`src/hw/rtl/smau_pkg.sv`:
```
// Shared types and codes for the square matrix arithmetic unit.
package smau_pkg;

    localparam int unsigned MAX_ORDER = 8;
    localparam int unsigned ORDER_W  = 4;
    localparam int unsigned IDX_W    = 3;
    localparam int unsigned DATA_W   = 32;
    localparam int unsigned STAT_W   = 2;
    localparam logic [ORDER_W-1:0] ORDER_RST = 4'd3;

    typedef enum logic [1:0] {
        OP_LOAD_A = 2'd0,
        OP_LOAD_B = 2'd1,
        OP_QUERY  = 2'd2,
        OP_NONE   = 2'd3
    } t_op;

    typedef enum logic [2:0] {
        K_PROD  = 3'd0,
        K_SUM   = 3'd1,
        K_DIFF  = 3'd2,
        K_REM   = 3'd3,
        K_QUOT  = 3'd4,
        K_TR_A  = 3'd5,
        K_TR_B  = 3'd6,
        K_NONE  = 3'd7
    } t_kind;

    localparam logic [STAT_W-1:0] ST_OK    = 2'd0;
    localparam logic [STAT_W-1:0] ST_DIV0  = 2'd1;
    localparam logic [STAT_W-1:0] ST_RANGE = 2'd2;

    typedef struct packed {
        logic              load_a;
        logic              load_b;
        logic              bad_idx;
        t_kind             kind;
        logic [IDX_W-1:0]  row;
        logic [IDX_W-1:0]  col;
        logic [ORDER_W-1:0] n;
        logic [DATA_W-1:0] value;
    } t_cmd;

    typedef enum logic [3:0] {
        S_IDLE,
        S_RD,
        S_WAIT,
        S_EXEC,
        S_MAC_RD,
        S_MAC_MUL,
        S_MAC_ACC,
        S_DIV,
        S_DIV_FIX,
        S_OUT
    } t_state;

endpackage

```
`src/hw/rtl/smau_front.sv`:
```
// Front end: accept requests, clamp order, classify and queue commands.
module smau_front
    import smau_pkg::*;
(
    input  logic               i_clk,
    input  logic               i_rst_n,
    input  logic               i_push,
    output logic               full,
    input  logic [1:0]         i_operation,
    input  logic [IDX_W-1:0]   i_row,
    input  logic [IDX_W-1:0]   i_col,
    input  logic [DATA_W-1:0]  i_load_value,
    input  logic [2:0]         i_result_kind,
    input  logic [ORDER_W-1:0] i_order,
    input  logic [ORDER_W-1:0] i_max_order,
    input  logic               i_cmd_take,
    output logic               o_cmd_valid,
    output t_cmd               o_cmd
);

    t_cmd             r_q [2];
    logic [1:0]       r_cnt;
    logic             r_wp;
    logic             r_rp;
    t_cmd             n_cmd;
    logic [ORDER_W-1:0] n_eff;
    logic             w_push;
    logic             w_keep;

    always_comb begin
        if (i_order == '0) begin
            n_eff = ORDER_W'(1);
        end else if (i_order > i_max_order) begin
            n_eff = i_max_order;
        end else begin
            n_eff = i_order;
        end
        n_cmd.row     = i_row;
        n_cmd.col     = i_col;
        n_cmd.n       = n_eff;
        n_cmd.value   = i_load_value;
        n_cmd.kind    = t_kind'(i_result_kind);
        n_cmd.bad_idx = ({1'b0, i_row} >= n_eff) || ({1'b0, i_col} >= n_eff);
        n_cmd.load_a  = (t_op'(i_operation) == OP_LOAD_A);
        n_cmd.load_b  = (t_op'(i_operation) == OP_LOAD_B);
        w_keep = (t_op'(i_operation) == OP_QUERY)
            || ((n_cmd.load_a || n_cmd.load_b) && !n_cmd.bad_idx);
    end

    assign full        = (r_cnt == 2'd2);
    assign w_push      = i_push && !full && w_keep;
    assign o_cmd_valid = (r_cnt != 2'd0);
    assign o_cmd       = r_q[r_rp];

    always_ff @(posedge i_clk) begin
        if (!i_rst_n) begin
            r_cnt <= '0;
            r_wp  <= 1'b0;
            r_rp  <= 1'b0;
        end else begin
            if (w_push) begin
                r_wp <= ~r_wp;
            end
            if (i_cmd_take && o_cmd_valid) begin
                r_rp <= ~r_rp;
            end
            r_cnt <= r_cnt + 2'(w_push) - 2'(i_cmd_take && o_cmd_valid);
        end
        if (w_push) begin
            r_q[r_wp] <= n_cmd;
        end
    end

endmodule

```
`config.mk`:
```
export PLATFORM = sky130hd
export DESIGN_NAME = smau_front
export DESIGN_NICKNAME = d
export VERILOG_FILES = /design/src/hw/rtl/smau_pkg.sv /design/src/hw/rtl/smau_front.sv
export SDC_FILE = /design/constraint.sdc
export NUM_CORES = 1
export LEC_CHECK = 0
export BUFFER_PORTS_ARGS = -buffer_cell sky130_fd_sc_hd__buf_4
export CAP_MARGIN = 40
export CORE_UTILIZATION = 35
export DETAILED_ROUTE_END_ITERATION = 6
export PLACE_DENSITY_LB_ADDON = 0.15
export SYNTH_ARGS = -nofsm -noshare
export SYNTH_HDL_FRONTEND = slang
export SYNTH_SLANG_ARGS = --single-unit
```
`constraint.sdc`:
```
create_clock -name i_clk -period 9.55 [get_ports i_clk]
set_clock_uncertainty 0.2 [all_clocks]
set_input_delay 1.91 -clock i_clk [delete_from_list [all_inputs] [get_ports i_clk]]
set_output_delay 1.91 -clock i_clk [all_outputs]
set_load 0.03 [all_outputs]
```
==> summary.md <==
| Metric | Value |
|---|---|
| Nets | 407 |
| Crit share post-route | 57.38% |
| Sequential element share of the synthesized area | 72.59% |
| Cell-by-cell listing of the critical path | buf_4, ha_1, a21oi_1, a21bo_2, mux2i_1, or2_2, ha_1, a211o_1, a31oi_1, and2_1, a2111oi_4, or2_1, ha_1, inv_1, ha_1, xnor2_1, xnor2_1, and2_1 |
| Number of remaining DRC errors | 0 |
| Max Cap Violations | 0 |
| Number of endpoints failing setup at the final stage | 0 |
| Unrepaired setup endpoints after global routing | false |
| Transition at the pin with the smallest max-transition slack | ~670 ps |
| Min Clock Period, post-route | between 5000 and 6000 ps |
| Proportion of total power due to net switching | a little under a third |
| Input/output buffers | between 100 and 150 |
| Number of antenna repair diodes | 0 |
| Commonest non-fill, non-tap cell in the layout | sky130_fd_sc_hd__buf_4 |
| Hold Fails Final Rpt | 0 |
| Area share of the largest cell type after synthesis | a little over two thirds |
| Startpoint type of the worst setup path | input port |
| Slowest cell on crit path | sky130_fd_sc_hd__ha_1 |
| H-tree levels | 3 |
| Fill cells | 1057 |
| Reg clk slew, reported paths | about 70 ps |
| Final WL | 7537 um |
| Number of nets in the synthesized netlist | a little under 300 |
| Antenna violations before repair | 0 |
| Number of storage elements in the synthesis netlist | slightly above 100 |
| Sink count of the clock tree | around 100 |
| Power dissipated by switching net loads | between 0.0004 and 0.0005 W |
| Count of synthesis-stage warnings from yosys | 0 |
| Hold_buf cts | 0 |
| Number of instances in the synthesized netlist | between 200 and 250 |
| Area contributors post-synth | sky130_fd_sc_hd__edfxtp_1 70%, sky130_fd_sc_hd__mux2_2 13%, sky130_fd_sc_hd__ha_1 3.7% |
| Kind of cell adding the most delay to the critical path | adder cells |
| Iteration count of the initial detailed-routing pass | 4 |
| Drt via density | between 4 and 5 |
| Clk Latency, worst-skew pair | approximately 330 ps |
| Type of the worst setup path | in2reg |
| Area delta synth->final | 30.02% |
| DRT iter0 DRCs | 94 |
| Relative max-transition margin | a little under three fifths |
| Maximum achievable frequency | approximately 0.18 GHz |
| CTS max path bufs | 2 |
| Synthesized area divided by synthesized cell count | about 18 sq um |
| Share of cells above drive strength 1 | approximately half |
| Highest-count cells in the layout ignoring fill and taps | 107 x sky130_fd_sc_hd__buf_4, 96 x sky130_fd_sc_hd__edfxtp_1, 48 x sky130_fd_sc_hd__mux2_2 |
| Status | complete, no violations |
| Logic pwr share | 34.5% |
| Starting density of the core | a little over a third |
| Number of global-route vias before repair | between 2000 and 2500 |
| Post-layout util | 46.79% |
| Worst min-delay path category | reg2reg |
| Number of nets with antenna violations after detailed routing | 0 |
| Yosys top cell by area | sky130_fd_sc_hd__edfxtp_1 |
| Int Power | around 0.00092 W |
| Height of the die | 110.4 um |
| Final global-route overflow total | 0 |
| Final count of pins violating max slew | 0 |
| Number of instances resized during post-cts repair | 0 |
| Crit end category | flip-flop |
| Buf/Inv on CP | 2 |
| Leakage | ~2 nW |
| Maximum number of pins on one net before global-route repair | 49 |
| Total power density per cell area | about 250 nW/um^2 |
| Root buffer cell | sky130_fd_sc_hd__clkbuf_16 |
| Row count | 39 |
| Total half-perimeter wirelength after legalization and detailed placement | between 4000 and 5000 um |
| Number of buffers inserted to repair setup after CTS | 0 |
| Total negative slack for setup checks | 0 ps |
| Critical path data arrival time | about 5500 ps |
| Worst IR drop on VDD | roughly 0.11 mV |
| Boundary pin count | 105 |
| Worst Path Required | between 9000 and 10000 ps |
| Via count of the routed design | between 2000 and 2500 |
| Placeable core area | between 10000 and 15000 sq um |
| Mean routed wirelength per cell | roughly 15 um |
| Aggregate global-route resource usage | between 10 and 15% |
| Max stage delay on crit path | about 340 ps |
| Flop pwr share | a little over two fifths |
| Area enclosed by the die boundary | approximately 12000 sq um |
| Clock buffer count from CTS | 9 |
| Final weighted congestion in routability-driven placement | 0.7920 |
| Wire length of the first global-routing pass | 11100 um |
| Maximum fanout along the worst path | 6 |
| Combined area of all synthesized cells | between 4000 and 5000 sq um |
| Fraction of power consumed by the clock network | 23.6% |
| Most numerous cell on the critical path | sky130_fd_sc_hd__ha_1 |
| CTS tree | yes |
| Distinct cells, synth | 34 |
| Die W | roughly 110 um |
## cells in the mapped netlist
cell type                   count
sky130_fd_sc_hd__buf_1          2
sky130_fd_sc_hd__a21oi_1        1
sky130_fd_sc_hd__o211ai_2       1
sky130_fd_sc_hd__ha_1          12
sky130_fd_sc_hd__dfxtp_1        5
sky130_fd_sc_hd__nand4_1        1
sky130_fd_sc_hd__clkbuf_1       3
sky130_fd_sc_hd__a21boi_0       1
sky130_fd_sc_hd__a211o_1        2
sky130_fd_sc_hd__a211oi_1       1
sky130_fd_sc_hd__nand3b_1       3
sky130_fd_sc_hd__nor3b_1        2
sky130_fd_sc_hd__o211ai_1       1
sky130_fd_sc_hd__nor2_1         7
sky130_fd_sc_hd__mux2_2        48
sky130_fd_sc_hd__a2111oi_4      1
sky130_fd_sc_hd__a21oi_2        1
sky130_fd_sc_hd__mux2i_1        3
sky130_fd_sc_hd__or2_1          1
sky130_fd_sc_hd__a211o_2        1
sky130_fd_sc_hd__nand2_1        2
sky130_fd_sc_hd__nand2b_1       1
sky130_fd_sc_hd__o21ai_0        2
sky130_fd_sc_hd__edfxtp_1      96
sky130_fd_sc_hd__nor3_1         1
sky130_fd_sc_hd__and2_1         5
sky130_fd_sc_hd__or2_2          3
sky130_fd_sc_hd__nor4_2         1
sky130_fd_sc_hd__xnor2_1        3
sky130_fd_sc_hd__a31oi_1        1
sky130_fd_sc_hd__a21o_1         2
sky130_fd_sc_hd__nor2b_1        5
sky130_fd_sc_hd__a21bo_2        1
sky130_fd_sc_hd__inv_1          7
## per-layer routing
layer	wire length, um	global-route usage (%)	part of all wire, %	up-vias
li1	-	-	-	1099
met1	3399	15.91	45	1106
met2	3538	20.32	47	67
met3	491	3.704	6.5	8
met4	108	5.263	1.4	0
met5	0	0	0	-
## per-stage QoR
| stage | instances | instance area, sq um | hold slack [ps] | worst slack [ps] | total power (W) |
|---|---|---|---|---|---|
| 2_1_floorplan | 227 | 4109 | 304.2 | 1153 | 0.0008823 |
| 3_3_place_gp | 472 | 5084 | 321.2 | 3799 | 0.001041 |
| 3_5_place_dp | 472 | 5084 | 328.0 | 3721 | 0.001045 |
| 4_1_cts | 488 | 5343 | 342.0 | 4068 | 0.001367 |
| 5_1_grt | 488 | 5343 | 369.8 | 3855 | 0.001411 |
| 6_report | 488 | 5343 | 338.9 | 4070 | 0.001344 |
## final timing paths
| path | start | endpoint | slack [ps] | depth (start not counted) |
|---|---|---|---|---|
| worst max-delay path | i_order[3] | r_cnt[1] | 4070 | 18 |
| worst min-delay path | r_rp | flip-flop | 340 | 2 |
| worst max register to register | r_cnt[1] | r_cnt[1] | 7320 | 9 |
| worst min register to register | r_rp | flip-flop | 340 | 2 |
## flip-flops by register name (all words and copies together), names as in the netlist, named ones only
| name | cells |
|---|---|
| r_rp | 1 |
| r_cnt | 2 |
| r_q | 96 |
| r_wp | 1 |
## cell type report
type                            count  area, sq um  area share, %
Inverter                            7        26.28         0.4918
Clock inverter                      6        30.03         0.5621
Clock buffer                       10        229.0          4.286
Sequential cell                   101         2984          55.85
Tap cell                          143        178.9          3.349
Multi-Input combinational cell    114         1091          20.42
Timing Repair Buffer              107        803.3          15.04
## power groups by stage
stage / registers (W) / logic (W) / clock network, W
finish: 0.000563 / 0.000464 / 0.000317
global route: 0.000568 / 0.000499 / 0.000344
CTS: 0.000563 / 0.000474 / 0.000329
detailed placement: 0.000573 / 0.000472 / 0
global placement: 0.000570 / 0.000471 / 0
floorplan: 0.000574 / 0.000308 / 0
## logic make-up (layout without fill, tap and decap cells)
logic type | after synthesis | after routing | synth area share [%]
buffers and inverters | 12 | 130 | 1.096
AND/OR/NAND/NOR | 32 | 32 | 4.598
flip-flops | 101 | 101 | 72.59
XOR/XNOR | 3 | 3 | 0.6396
multiplexers | 51 | 51 | 13.89
AO/OA/AOI/OAI | 16 | 16 | 3.533
adder cells (fa/ha/maj) | 12 | 12 | 3.654
## worst reg2reg max path: stages (launching register included)
cell and delay (ps):
sky130_fd_sc_hd__dfxtp_1 330, sky130_fd_sc_hd__nor2b_1 140, sky130_fd_sc_hd__nand3b_1 280, sky130_fd_sc_hd__or2_1 290
sky130_fd_sc_hd__ha_1 270, sky130_fd_sc_hd__inv_1 30, sky130_fd_sc_hd__ha_1 180, sky130_fd_sc_hd__xnor2_1 140
sky130_fd_sc_hd__xnor2_1 120, sky130_fd_sc_hd__and2_1 150
Power figures use the tool's default switching activity.
